$ cat src/rtl/ocig_pkg.sv
package ocig_pkg;

    // Configuration and sizing constants.
    localparam int MAX_CHUNKS  = 64;
    localparam int COUNT_WIDTH = 32;
    localparam int CFG_W       = 20;
    localparam int STRIDE_W    = 8;
    localparam int OUT_W       = 32;
    localparam int OIDX_W      = 6;

    // Working width: holds the padded total n + (k - 1) * overlap.
    localparam int PAD_W  = CFG_W + $clog2(MAX_CHUNKS);
    localparam int DIV_W  = ((COUNT_WIDTH > PAD_W) ? COUNT_WIDTH : PAD_W) + 1;
    localparam int DVS_W  = CFG_W;
    localparam int K_W    = $clog2(MAX_CHUNKS + 1);
    localparam int IDX_W  = $clog2(MAX_CHUNKS);
    localparam int CNT_W  = $clog2(DIV_W + 1);

    typedef logic [DIV_W-1:0]    t_word;
    typedef logic [DVS_W-1:0]    t_dvs;
    typedef logic [CFG_W-1:0]    t_cfg;
    typedef logic [STRIDE_W-1:0] t_stride;
    typedef logic [K_W-1:0]      t_k;
    typedef logic [IDX_W-1:0]    t_idx;
    typedef logic [OUT_W-1:0]    t_out;
    typedef logic [OIDX_W-1:0]   t_oidx;
    typedef logic [CNT_W-1:0]    t_cnt;
    typedef logic [1:0]          t_cfg_addr;

    // Register indexes on the configuration port.
    localparam t_cfg_addr CFG_CHUNK_SIZE = 2'd0;
    localparam t_cfg_addr CFG_STRIDE     = 2'd1;
    localparam t_cfg_addr CFG_OVERLAP    = 2'd2;

    // Reset values of the configuration registers.
    localparam t_cfg    RST_CHUNK_SIZE = 20'd10000;
    localparam t_stride RST_STRIDE     = 8'd5;
    localparam t_cfg    RST_OVERLAP    = 20'd500;

    typedef enum logic [2:0] {
        STAT_OK        = 3'd0,
        STAT_EMPTY     = 3'd1,
        STAT_BAD_STRIDE = 3'd2,
        STAT_BAD_CHUNK = 3'd3,
        STAT_BAD_OVL   = 3'd4,
        STAT_TOO_MANY  = 3'd5
    } t_status;

    typedef enum logic [3:0] {
        S_IDLE,
        S_CHK,
        S_DIV,
        S_TOT,
        S_CHUNK,
        S_END,
        S_EMIT,
        S_ERR
    } t_state;

    // What the pending division is for.
    typedef enum logic [2:0] {
        OP_CS,
        OP_OV,
        OP_K,
        OP_TOT,
        OP_S,
        OP_E
    } t_op;

    typedef struct packed {
        logic  start;
        t_word dividend;
        t_dvs  divisor;
    } t_div_req;

    typedef struct packed {
        logic  done;
        t_word quo;
        t_dvs  rem;
    } t_div_rsp;

endpackage

$ cat src/rtl/ocig_div.sv
// Restoring divider, one quotient bit per cycle.
// The response's done pulses once the last quotient bit is in; quotient and
// remainder then hold until the next start. The divisor must be nonzero.
module ocig_div (
    input  logic               i_clk,
    input  logic               i_rst_n,
    input  ocig_pkg::t_div_req i_req,
    output ocig_pkg::t_div_rsp o_rsp
);

    logic               r_busy;
    logic               r_done;
    ocig_pkg::t_cnt     r_cnt;
    ocig_pkg::t_word    r_quo;
    ocig_pkg::t_dvs     r_rem;
    ocig_pkg::t_dvs     r_dvs;

    logic [ocig_pkg::DVS_W:0] w_trial;
    logic [ocig_pkg::DVS_W:0] w_diff;
    logic                     w_ge;

    // Shift in the next dividend bit and try a subtraction.
    always_comb begin
        w_trial = {r_rem, r_quo[ocig_pkg::DIV_W-1]};
        w_diff  = w_trial - {1'b0, r_dvs};
        w_ge    = (w_trial >= {1'b0, r_dvs});
    end

    // Control: busy flag, step counter and done pulse.
    always_ff @(posedge i_clk) begin
        if (!i_rst_n) begin
            r_busy <= 1'b0;
            r_done <= 1'b0;
            r_cnt  <= '0;
        end else begin
            r_done <= 1'b0;
            if (i_req.start) begin
                r_busy <= 1'b1;
                r_cnt  <= ocig_pkg::t_cnt'(ocig_pkg::DIV_W);
            end else if (r_busy) begin
                r_cnt <= r_cnt - ocig_pkg::t_cnt'(1);
                if (r_cnt == ocig_pkg::t_cnt'(1)) begin
                    r_busy <= 1'b0;
                    r_done <= 1'b1;
                end
            end
        end
    end

    // Datapath: partial remainder and quotient shift register.
    always_ff @(posedge i_clk) begin
        if (i_req.start) begin
            r_quo <= i_req.dividend;
            r_rem <= '0;
            r_dvs <= i_req.divisor;
        end else if (r_busy) begin
            r_rem <= w_ge ? w_diff[ocig_pkg::DVS_W-1:0] : w_trial[ocig_pkg::DVS_W-1:0];
            r_quo <= {r_quo[ocig_pkg::DIV_W-2:0], w_ge};
        end
    end

    assign o_rsp.done = r_done;
    assign o_rsp.quo  = r_quo;
    assign o_rsp.rem  = r_rem;

endmodule

$ cat src/rtl/overlapped_chunk_interval_generator.sv
// Splits a read of i_sample_count samples into overlapping chunks.
// Input channel: i_valid / o_stall; a request is taken when i_valid is high
// and o_stall is low. o_stall stays high from acceptance until the last
// result of that request has been handed to the output register.
// Output channel: o_valid / i_stall; one result per chunk with status, start,
// end (exclusive), index and last. A failed check gives one result with a
// nonzero status, zero fields and last set.
// Configuration: i_cfg_we writes i_cfg_wdata into register i_cfg_addr
// (0 chunk size, 1 stride, 2 overlap); index 3 is ignored.
// Divisions: all go through one shared one-bit-per-cycle divider. A request
// runs the two config modulo checks, the chunk-count division (only when the
// count exceeds the chunk size) and the total / k division, then per chunk a
// start modulo (not for the first) and an end modulo (not for the last).
// Reset returns the sequencer to idle, drops o_valid and loads the register
// defaults (10000, 5, 500). When the receiver stalls, the result waits in the
// output register and the sequencer holds before loading the next one.
module overlapped_chunk_interval_generator (
    input  logic        i_clk,
    input  logic        i_rst_n,
    input  logic        i_valid,
    output logic        o_stall,
    input  logic [31:0] i_sample_count,
    output logic        o_valid,
    input  logic        i_stall,
    output logic [2:0]  o_status,
    output logic [31:0] o_chunk_start,
    output logic [31:0] o_chunk_end,
    output logic [5:0]  o_chunk_index,
    output logic        o_last,
    input  logic        i_cfg_we,
    input  logic [1:0]  i_cfg_addr,
    input  logic [19:0] i_cfg_wdata
);

    // Configuration registers.
    ocig_pkg::t_cfg    r_cs;
    ocig_pkg::t_stride r_stride;
    ocig_pkg::t_cfg    r_ov;

    // Sequencer state and working registers.
    ocig_pkg::t_state  r_state, n_state;
    ocig_pkg::t_op     r_op, n_op;
    ocig_pkg::t_status r_err, n_err;
    ocig_pkg::t_word   r_n, n_n;
    ocig_pkg::t_k      r_k, n_k;
    ocig_pkg::t_word   r_q, n_q;
    ocig_pkg::t_k      r_longer, n_longer;
    ocig_pkg::t_idx    r_idx, n_idx;
    ocig_pkg::t_word   r_raw_start, n_raw_start;
    ocig_pkg::t_word   r_raw_end, n_raw_end;
    ocig_pkg::t_word   r_s, n_s;
    ocig_pkg::t_word   r_e, n_e;

    // Output register.
    logic              r_ovalid, n_ovalid;
    ocig_pkg::t_status r_ostatus, n_ostatus;
    ocig_pkg::t_out    r_ostart, n_ostart;
    ocig_pkg::t_out    r_oend, n_oend;
    ocig_pkg::t_oidx   r_oidx, n_oidx;
    logic              r_olast, n_olast;

    ocig_pkg::t_div_req w_req;
    ocig_pkg::t_div_rsp w_rsp;
    ocig_pkg::t_dvs     w_step;
    ocig_pkg::t_word    w_raw_end;
    logic               w_load_ok;
    logic               w_is_last;

    ocig_div u_div (
        .i_clk   (i_clk),
        .i_rst_n (i_rst_n),
        .i_req   (w_req),
        .o_rsp   (w_rsp)
    );

    // Configuration writes.
    always_ff @(posedge i_clk) begin
        if (!i_rst_n) begin
            r_cs     <= ocig_pkg::RST_CHUNK_SIZE;
            r_stride <= ocig_pkg::RST_STRIDE;
            r_ov     <= ocig_pkg::RST_OVERLAP;
        end else if (i_cfg_we) begin
            unique case (i_cfg_addr)
                ocig_pkg::CFG_CHUNK_SIZE: r_cs     <= i_cfg_wdata;
                ocig_pkg::CFG_STRIDE:     r_stride <= i_cfg_wdata[ocig_pkg::STRIDE_W-1:0];
                ocig_pkg::CFG_OVERLAP:    r_ov     <= i_cfg_wdata;
                default: ;
            endcase
        end
    end

    // Helpers shared by several states.
    always_comb begin
        w_step    = r_cs - r_ov;
        w_raw_end = r_raw_start + r_q
                  + ocig_pkg::t_word'(ocig_pkg::t_k'(r_idx) < r_longer);
        w_load_ok = !r_ovalid || !i_stall;
        w_is_last = (ocig_pkg::t_k'(r_idx) + ocig_pkg::t_k'(1)) == r_k;
    end

    // Sequencer: next state, divider requests and output loads.
    always_comb begin
        n_state     = r_state;
        n_op        = r_op;
        n_err       = r_err;
        n_n         = r_n;
        n_k         = r_k;
        n_q         = r_q;
        n_longer    = r_longer;
        n_idx       = r_idx;
        n_raw_start = r_raw_start;
        n_raw_end   = r_raw_end;
        n_s         = r_s;
        n_e         = r_e;
        n_ovalid    = r_ovalid && i_stall;
        n_ostatus   = r_ostatus;
        n_ostart    = r_ostart;
        n_oend      = r_oend;
        n_oidx      = r_oidx;
        n_olast     = r_olast;
        w_req.start    = 1'b0;
        w_req.dividend = r_raw_start;
        w_req.divisor  = ocig_pkg::t_dvs'(r_stride);

        unique case (r_state)
            ocig_pkg::S_IDLE: begin
                if (i_valid) begin
                    n_n = ocig_pkg::t_word'(i_sample_count)
                        & ((ocig_pkg::t_word'(1) << ocig_pkg::COUNT_WIDTH)
                           - ocig_pkg::t_word'(1));
                    n_state = ocig_pkg::S_CHK;
                end
            end
            ocig_pkg::S_CHK: begin
                priority if (r_n == '0) begin
                    n_err   = ocig_pkg::STAT_EMPTY;
                    n_state = ocig_pkg::S_ERR;
                end else if (r_stride == '0) begin
                    n_err   = ocig_pkg::STAT_BAD_STRIDE;
                    n_state = ocig_pkg::S_ERR;
                end else if (r_cs == '0 || r_cs == ocig_pkg::t_cfg'(r_stride)
                             || r_cs <= r_ov) begin
                    n_err   = ocig_pkg::STAT_BAD_CHUNK;
                    n_state = ocig_pkg::S_ERR;
                end else begin
                    w_req.start    = 1'b1;
                    w_req.dividend = ocig_pkg::t_word'(r_cs);
                    n_op           = ocig_pkg::OP_CS;
                    n_state        = ocig_pkg::S_DIV;
                end
            end
            ocig_pkg::S_DIV: begin
                if (w_rsp.done) begin
                    unique case (r_op)
                        ocig_pkg::OP_CS: begin
                            if (w_rsp.rem != '0) begin
                                n_err   = ocig_pkg::STAT_BAD_CHUNK;
                                n_state = ocig_pkg::S_ERR;
                            end else begin
                                w_req.start    = 1'b1;
                                w_req.dividend = ocig_pkg::t_word'(r_ov);
                                n_op           = ocig_pkg::OP_OV;
                            end
                        end
                        ocig_pkg::OP_OV: begin
                            if (w_rsp.rem != '0
                                || (r_stride != ocig_pkg::t_stride'(1) && r_ov == '0)) begin
                                n_err   = ocig_pkg::STAT_BAD_OVL;
                                n_state = ocig_pkg::S_ERR;
                            end else if (r_n > ocig_pkg::t_word'(r_cs)) begin
                                // Ceiling of the remaining samples over the step.
                                w_req.start    = 1'b1;
                                w_req.dividend = r_n - ocig_pkg::t_word'(r_cs)
                                               + ocig_pkg::t_word'(w_step)
                                               - ocig_pkg::t_word'(1);
                                w_req.divisor  = w_step;
                                n_op           = ocig_pkg::OP_K;
                            end else begin
                                n_k     = ocig_pkg::t_k'(1);
                                n_state = ocig_pkg::S_TOT;
                            end
                        end
                        ocig_pkg::OP_K: begin
                            if (w_rsp.quo >= ocig_pkg::t_word'(ocig_pkg::MAX_CHUNKS)) begin
                                n_err   = ocig_pkg::STAT_TOO_MANY;
                                n_state = ocig_pkg::S_ERR;
                            end else begin
                                n_k     = w_rsp.quo[ocig_pkg::K_W-1:0] + ocig_pkg::t_k'(1);
                                n_state = ocig_pkg::S_TOT;
                            end
                        end
                        ocig_pkg::OP_TOT: begin
                            n_q         = w_rsp.quo;
                            n_longer    = w_rsp.rem[ocig_pkg::K_W-1:0];
                            n_idx       = '0;
                            n_raw_start = '0;
                            n_state     = ocig_pkg::S_CHUNK;
                        end
                        ocig_pkg::OP_S: begin
                            // Round the start up to the stride.
                            if (w_rsp.rem != '0) begin
                                n_s = r_s + ocig_pkg::t_word'(r_stride)
                                    - ocig_pkg::t_word'(w_rsp.rem);
                            end
                            n_state = ocig_pkg::S_END;
                        end
                        ocig_pkg::OP_E: begin
                            // Round the end down to the stride.
                            n_e     = r_e - ocig_pkg::t_word'(w_rsp.rem);
                            n_state = ocig_pkg::S_EMIT;
                        end
                        default: ;
                    endcase
                end
            end
            ocig_pkg::S_TOT: begin
                // Padded total split over k chunks.
                w_req.start    = 1'b1;
                w_req.dividend = r_n + ocig_pkg::t_word'(r_k - ocig_pkg::t_k'(1))
                               * ocig_pkg::t_word'(r_ov);
                w_req.divisor  = ocig_pkg::t_dvs'(r_k);
                n_op           = ocig_pkg::OP_TOT;
                n_state        = ocig_pkg::S_DIV;
            end
            ocig_pkg::S_CHUNK: begin
                n_raw_end = w_raw_end;
                n_s       = r_raw_start;
                n_e       = w_raw_end;
                if (r_idx != '0) begin
                    w_req.start    = 1'b1;
                    w_req.dividend = r_raw_start;
                    n_op           = ocig_pkg::OP_S;
                    n_state        = ocig_pkg::S_DIV;
                end else begin
                    n_state = ocig_pkg::S_END;
                end
            end
            ocig_pkg::S_END: begin
                if (!w_is_last) begin
                    w_req.start    = 1'b1;
                    w_req.dividend = r_e;
                    n_op           = ocig_pkg::OP_E;
                    n_state        = ocig_pkg::S_DIV;
                end else begin
                    n_state = ocig_pkg::S_EMIT;
                end
            end
            ocig_pkg::S_EMIT: begin
                if (w_load_ok) begin
                    n_ovalid  = 1'b1;
                    n_ostatus = ocig_pkg::STAT_OK;
                    n_ostart  = ocig_pkg::t_out'(r_s);
                    n_oend    = ocig_pkg::t_out'(r_e);
                    n_oidx    = ocig_pkg::t_oidx'(r_idx);
                    n_olast   = w_is_last;
                    if (w_is_last) begin
                        n_state = ocig_pkg::S_IDLE;
                    end else begin
                        // Next raw start steps back by the overlap, floored at zero.
                        n_raw_start = (r_raw_end >= ocig_pkg::t_word'(r_ov))
                                    ? r_raw_end - ocig_pkg::t_word'(r_ov) : '0;
                        n_idx   = r_idx + ocig_pkg::t_idx'(1);
                        n_state = ocig_pkg::S_CHUNK;
                    end
                end
            end
            ocig_pkg::S_ERR: begin
                if (w_load_ok) begin
                    n_ovalid  = 1'b1;
                    n_ostatus = r_err;
                    n_ostart  = '0;
                    n_oend    = '0;
                    n_oidx    = '0;
                    n_olast   = 1'b1;
                    n_state   = ocig_pkg::S_IDLE;
                end
            end
            default: n_state = ocig_pkg::S_IDLE;
        endcase
    end

    // Control registers.
    always_ff @(posedge i_clk) begin
        if (!i_rst_n) begin
            r_state  <= ocig_pkg::S_IDLE;
            r_ovalid <= 1'b0;
        end else begin
            r_state  <= n_state;
            r_ovalid <= n_ovalid;
        end
    end

    // Working and output payload registers.
    always_ff @(posedge i_clk) begin
        r_op        <= n_op;
        r_err       <= n_err;
        r_n         <= n_n;
        r_k         <= n_k;
        r_q         <= n_q;
        r_longer    <= n_longer;
        r_idx       <= n_idx;
        r_raw_start <= n_raw_start;
        r_raw_end   <= n_raw_end;
        r_s         <= n_s;
        r_e         <= n_e;
        r_ostatus   <= n_ostatus;
        r_ostart    <= n_ostart;
        r_oend      <= n_oend;
        r_oidx      <= n_oidx;
        r_olast     <= n_olast;
    end

    assign o_stall       = (r_state != ocig_pkg::S_IDLE);
    assign o_valid       = r_ovalid;
    assign o_status      = r_ostatus;
    assign o_chunk_start = r_ostart;
    assign o_chunk_end   = r_oend;
    assign o_chunk_index = r_oidx;
    assign o_last        = r_olast;

    // An accepted request always starts with the configuration checks.
    a_accept_to_check: assert property (@(posedge i_clk) disable iff (!i_rst_n)
        (i_valid && !o_stall) |=> (r_state == ocig_pkg::S_CHK))
        else $error("accepted request did not enter the check state");

    // Error results are single, last, and carry zero fields.
    a_error_shape: assert property (@(posedge i_clk) disable iff (!i_rst_n)
        (o_valid && o_status != ocig_pkg::STAT_OK) |->
        (o_last && o_chunk_index == '0 && o_chunk_start == '0 && o_chunk_end == '0))
        else $error("error result with nonzero fields or without last");

    // The chunk counter never runs past the chunk count.
    a_idx_in_range: assert property (@(posedge i_clk) disable iff (!i_rst_n)
        (r_state == ocig_pkg::S_CHUNK) |-> (ocig_pkg::t_k'(r_idx) < r_k))
        else $error("chunk index beyond chunk count");

endmodule

$ cat config.mk
export PLATFORM = sky130hd
export DESIGN_NAME = overlapped_chunk_interval_generator
export DESIGN_NICKNAME = d
export VERILOG_FILES = /design/src/rtl/ocig_pkg.sv /design/src/rtl/ocig_div.sv /design/src/rtl/overlapped_chunk_interval_generator.sv
export SDC_FILE = /design/constraint.sdc
export NUM_CORES = 2
export LEC_CHECK = 0
export BUFFER_PORTS_ARGS = -buffer_cell sky130_fd_sc_hd__buf_2
export CAP_MARGIN = 20
export CORE_ASPECT_RATIO = 0.7
export CORE_MARGIN = 2
export CORE_UTILIZATION = 44
export DETAILED_ROUTE_END_ITERATION = 6
export PLACE_DENSITY_LB_ADDON = 0.25
export RECOVER_POWER = 100
export SLEW_MARGIN = 20
export SYNTH_ARGS = -nofsm -noshare
export SYNTH_HDL_FRONTEND = slang
export SYNTH_HIERARCHICAL = 1
export SYNTH_SLANG_ARGS = --single-unit
$ cat constraint.sdc
create_clock -name i_clk -period 16.6 [get_ports i_clk]
set_clock_uncertainty 0.2 [all_clocks]
set_input_delay 2.49 -clock i_clk [delete_from_list [all_inputs] [get_ports i_clk]]
set_output_delay 2.49 -clock i_clk [all_outputs]
set_load 0.02 [all_outputs]
# Yosys cells after proc, flatten, opt, wreduce, memory -nomap -nowiden
# Index checks and enable logic that the tools add are counted.
classes:
  addsub: 17
  muxes: 96
  eq_ne: 46
  order_cmp: 6
  n_reduce_logical: 41
  mul: 1
  bitwise: 2
ops:
  columns: ["cell", "count"]
  rows:
  - ["33-bit 2-to-1 mux", 12]
  - ["34-bit 2-to-1 mux", 6]
  - ["33-bit case mux with 2 select lines", 3]
  - ["34-bit case mux with 5 select lines", 1]
  - ["54-bit 2-to-1 mux", 3]
  - ["32-bit case mux with 2 select lines", 2]
  - ["33-bit by 20-bit subtractor with 33-bit output", 3]
  - ["32-bit 2-to-1 mux", 3]
  - ["3-bit 2-to-1 mux", 23]
  - ["34-bit case mux with 2 select lines", 1]
  - ["6-bit 2-to-1 mux", 8]
  - ["20-bit logical NOT", 2]
  - ["20-bit 2-to-1 mux", 2]
  - ["20-bit case mux with 2 select lines", 1]
  - ["20-bit subtractor", 2]
  - ["4-bit 2-to-1 mux", 9]
  - ["32-bit by 33-bit adder with 33-bit output", 1]
  - ["33-bit by 1-bit adder with 33-bit output", 1]
  - ["33-bit by 20-bit adder with 33-bit output", 1]
  - ["33-bit adder", 1]
  - ["33-bit by 8-bit adder with 33-bit output", 1]
  - ["33-bit by 20-bit >= comparator with 1-bit output", 1]
  - ["33-bit by 7-bit >= comparator with 1-bit output, second input constant", 1]
  - ["33-bit logical NOT", 1]
  - ["other kinds (63)", 120]
totals:
  word_cells: 237
  output_inout_bits: 76
  in_bits: 59
  register_bits: 431

# Longest topological paths before layout
logic_depth:
  ltp_word: 9
  mapped_depth: 38
  ltp_nobuf: 37

# Hierarchy
# Netlist, hierarchy kept.
by_module_without_submodules:
  columns: ["module", "area_per_inst_um2", "instances", "seq_area_each_um2", "cells_each"]
  rows:
  - ["overlapped_chunk_interval_generator", 31174.9, 1, 9929.5, 3396]
  - ["ocig_div", 4372.9, 1, 2152.1, 407]

# Worst setup path before layout
# OpenSTA, ideal clock, no wires.
synth_timing:
  path_type: "register to register"
  start: "reg r_k[2]"
  end: "reg u_div.r_quo[30] (data pin)"
  slack_ns: 7.836
  stages_incl_launch_ff: 34
  arrival_time_ns: 8.304
  setup_time_ns: 0.260
  t_required_ns: 16.140
  n_path_buf: 1
  period_less_slack_ns: 8.764
  cell_sequence: "edfxtp_1 > nor3_1 > nor3b_1 > nand2_1 > or2_2 > fa_1 > fa_1 > inv_1 > fa_1 > inv_1 > fa_1 > inv_1 > ha_1 > o21a_1 > a21oi_1 > nor3_1 > o21ai_0 > nand2b_1 > a21oi_1 > xnor2_1 > ha_1 > clkbuf_1 > nand2_1 > o21ai_0 > or4_1 > o31ai_1 > or3_1 > a31oi_1 > o41a_1 > a311o_1 > a211oi_1 > xor2_1 > o221ai_1 > mux2_2"
synth_lines:
  columns: ["element", "line_no", "source"]
  rows:
  - ["start: declaration", "overlapped_chunk_interval_generator.sv:45", "ocig_pkg::t_k r_k, n_k;"]
  - ["start signal: assignment", "overlapped_chunk_interval_generator.sv:298", "r_k <= n_k;"]
  - ["end signal: assignment", "ocig_div.sv:53", "r_quo <= i_req.dividend;"]
  - ["end signal: assignment", "ocig_div.sv:58", "r_quo <= {r_quo[ocig_pkg::DIV_W-2:0], w_ge};"]
  - ["end: declaration", "ocig_div.sv:14", "ocig_pkg::t_word r_quo;"]

==> key figures <==
Global route
  • Vias in the first global route: ~28,000
  • Grt total ovfl: 0
  • Initial antenna violation count: 5
  • Global-route wire length before repair: 174.2 mm
  • Tot GR Track Use: between 20% and 30%
  • Largest net degree at the start of global routing: 86

Placement
  • HPWL Detailed: a little over 90 mm
  • Dpl cells: 4,912
  • Gpl congestion: between 0.9 and 1
  • Place WS: ~6300 ps
  • IO buf count: between 100 and 150

Timing
  • Final worst path period share: 63.05%
  • Min Clock Period, post-route: 10,470 ps
  • Slew headroom: -142.9%
  • Worst Max-Slew Pin Slew: between 3000 and 4000 ps
  • Setup TNS: 0 ps
  • RSZ-0062 raised after global routing: no
  • Worst setup margin: 6134 ps
  • Fmax: 95.54 MHz
  • Endpoints failing hold: 0
  • Max-slew violations: between 700 and 800
  • Final setup fails: 0
  • WHS: 290.9 ps

Yosys
  • Main combinational cell family by area after synthesis: adder cells
  • Yosys reg bits: 429
  • Synth warn: 6
  • Synthesized area per cell: between 9 and 10 µm²
  • Largest area contributor in the netlist: edfxtp_1
  • Cells after Synth: between 3,000 and 4,000
  • Simple-gate share of the synthesized area: 15.72%
  • Multiplexer area fraction after synthesis: 2.006%
  • Primary FF master, synth: edfxtp_1
  • Adder-cell share of the synthesized area: roughly a fifth
  • Post-Syn Nets: 4,335
  • Number of flops mapped to enable cells by yosys: 349
  • Leading post-synthesis cells by cell area: edfxtp_1, ha_1, fa_1
  • Cell Area, Synth: 0.03555 mm²
  • Post-synth top area share: 29.48%
  • XOR/XNOR Fraction of Synth Area: 6.110%
  • Register area share after synthesis: 33.99%
  • Compound-Gate Fraction of Synth Area: 16.95%
  • Async S/R FF share, synth: 0%
  • Distinct cells, synth: 92

Clock tree
  • Number of buffers created by CTS: 46
  • Clock transition at path regs: 60 ps
  • Gates resized, CTS repair: 0
  • Root buffer cell: clkbuf_16
  • Worst-Skew Late Latency: 630 ps
  • Sink Count: 429
  • H-tree Lvls: 2
  • Post-CTS Setup Bufs: 0
  • CTS tree: built
  • Hold_buf cts: 0
  • Deepest clock path buffer count: 3

Final layout
  • Synthesis-to-layout area growth: 8.923%
  • Layout cells sized above 1: 5.574%
  • Fin nets: approximately 4,400
  • Final Util: 48.26%
  • Finished Layout Cells: 4,998
  • Fillers: between 7,000 and 8,000

Setup path
  • Worst-path fanout max: 18
  • Setup CP Type: flop to flop
  • Setup crit end kind: flop
  • Crit start category: flop
  • CP top delay family: simple AND/OR/NAND/NOR gates
  • Data arrival time of the critical path: 10,640 ps
  • Crit-path most repeated cell: fa_1
  • R2R depth: 32
  • Max incr delay on CP: 590 ps
  • CP Depth: 32
  • Crit-path slowest cell: nand2_1
  • Worst EP required: 16,770 ps
  • Critical path buffer and inverter count: 3

Routing
  • DRT antenna net count: 0
  • DRT Wirelength: 115.2 mm
  • Via count: between 20,000 and 30,000
  • Post-route DRC: 0
  • DR iter-0 viols: 3,467
  • DR pass1 iterations: 6
  • Via-per-instance ratio: 5.864
  • WL/cell: 23.05 µm

Floorplanning
  • CORE AREA: 0.08023 mm²
  • Die Area: a little over 0.08 mm²
  • IO Count: 135
  • Rows: 87
  • Die width: about 340 µm
  • Die H: 241.8 µm
  • Starting density of the core: 44.31%

Run status
  • Violated checks: capacitance limit, slew limit
  • Outcome: finished with violations

Pwr
  • VDD IR max: 0.1072 mV
  • Pleak: 15.78 nW
  • Pwr per Cell Area: 163.5 mW/mm²

Hold path
  • Hold path cells: 0
  • Worst hold path class: flop to flop

Job
  • Max-Cap Viols: 17
placed cells by master, fill, tap and decap left out, types with 36 or more instances in the layout:
cell	netlist	routed
a211oi_1	44	44
a21boi_0	36	36
a21o_1	103	103
a21oi_1	245	246
and2_0	0	57
and2_1	104	47
and3_1	36	36
buf_2	4	57
clkbuf_1	110	105
clkbuf_16	0	47
dfxtp_1	80	80
edfxtp_1	349	349
fa_1	144	144
ha_1	329	329
inv_1	377	376
nand2_1	291	292
nand2b_1	47	47
nand3_1	62	62
nor2_1	367	366
nor2b_1	59	59
nor3_1	45	45
nor4_1	49	49
o21ai_0	175	179
xnor2_1	131	131
xor2_1	117	116
state kept, by name (all words and copies together) (netlist names), 6 cells and up:
signal,cells
r_stride,8
r_e,33
r_longer,7
o_chunk_end,32
u_div/r_dvs,20
u_div/r_cnt,6
r_n,32
o_chunk_index,6
u_div/r_quo,33
r_raw_start,33
r_k,7
r_s,32
r_idx,6
r_cs,20
r_q,33
u_div/r_rem,20
o_chunk_start,32
r_ov,20
r_raw_end,33
cells in the mapped netlist, drive strengths merged (62+ instances only):
master	instances
inv	377
nor2	368
edfxtp	349
ha	329
nand2	293
a21oi	247
o21ai	181
fa	144
xnor2	131
xor2	117
clkbuf	110
and2	104
a21o	103
dfxtp	80
nand3	62
area by class of cell:
class                   count  area [µm²]  area share, %
clock inverters            26       364.1         0.9403
repair buffers            169       769.5          1.987
flip-flops and latches    429       12080          31.20
diodes                      1       2.502       0.006463
well taps                1068        1336          3.451
inverters                 385        1446          3.736
multi-input cells        2862       21490          55.51
clock buffers              58        1227          3.170
path summary, 6_finish.rpt:
kind	from	end	slack, ps
hold reg to reg	u_div/r_quo[13]	r_q[13]	290
setup reg to reg	r_k[2]	u_div/r_quo[30]	6130
hold / removal	u_div/r_quo[13]	r_q[13]	290
setup / recovery	r_k[2]	u_div/r_quo[30]	6130
cells by family (layout without fill, tap and decap cells):
| group | count (synthesis) | after routing |
|---|---|---|
| simple gates | 1162 | 1162 |
| compound gates | 912 | 912 |
| buf+inv | 512 | 638 |
| fa+ha+maj | 473 | 473 |
| flops | 429 | 429 |
| xor+xnor | 248 | 248 |
| mux | 67 | 67 |
| other cells | 0 | 1 |
report_power, final:
part / internal (mW) / switching (mW) / leakage [nW]
Combinational: 1.30 / 2.06 / 11.2
Sequential: 1.56 / 0.282 / 3.83
Clock: 0.652 / 0.473 / 0.769
Total: 3.51 / 2.82 / 15.8
layer usage:
metal  part of all wire (%)  GRT usage [%]
met5                  0.011              0
met4                    2.3          5.998
met3                    9.4          5.464
met2                     41          39.62
met1                     47          42.34
per-stage QoR:
step	power [mW]	area [µm²]
2_1_floorplan	4.185	35550
3_3_place_gp	5.095	37370
3_5_place_dp	5.116	37370
4_1_cts	6.272	38960
5_1_grt	6.741	38720
6_report	6.331	38720
Note: power is estimated with default switching activity, not from simulation.
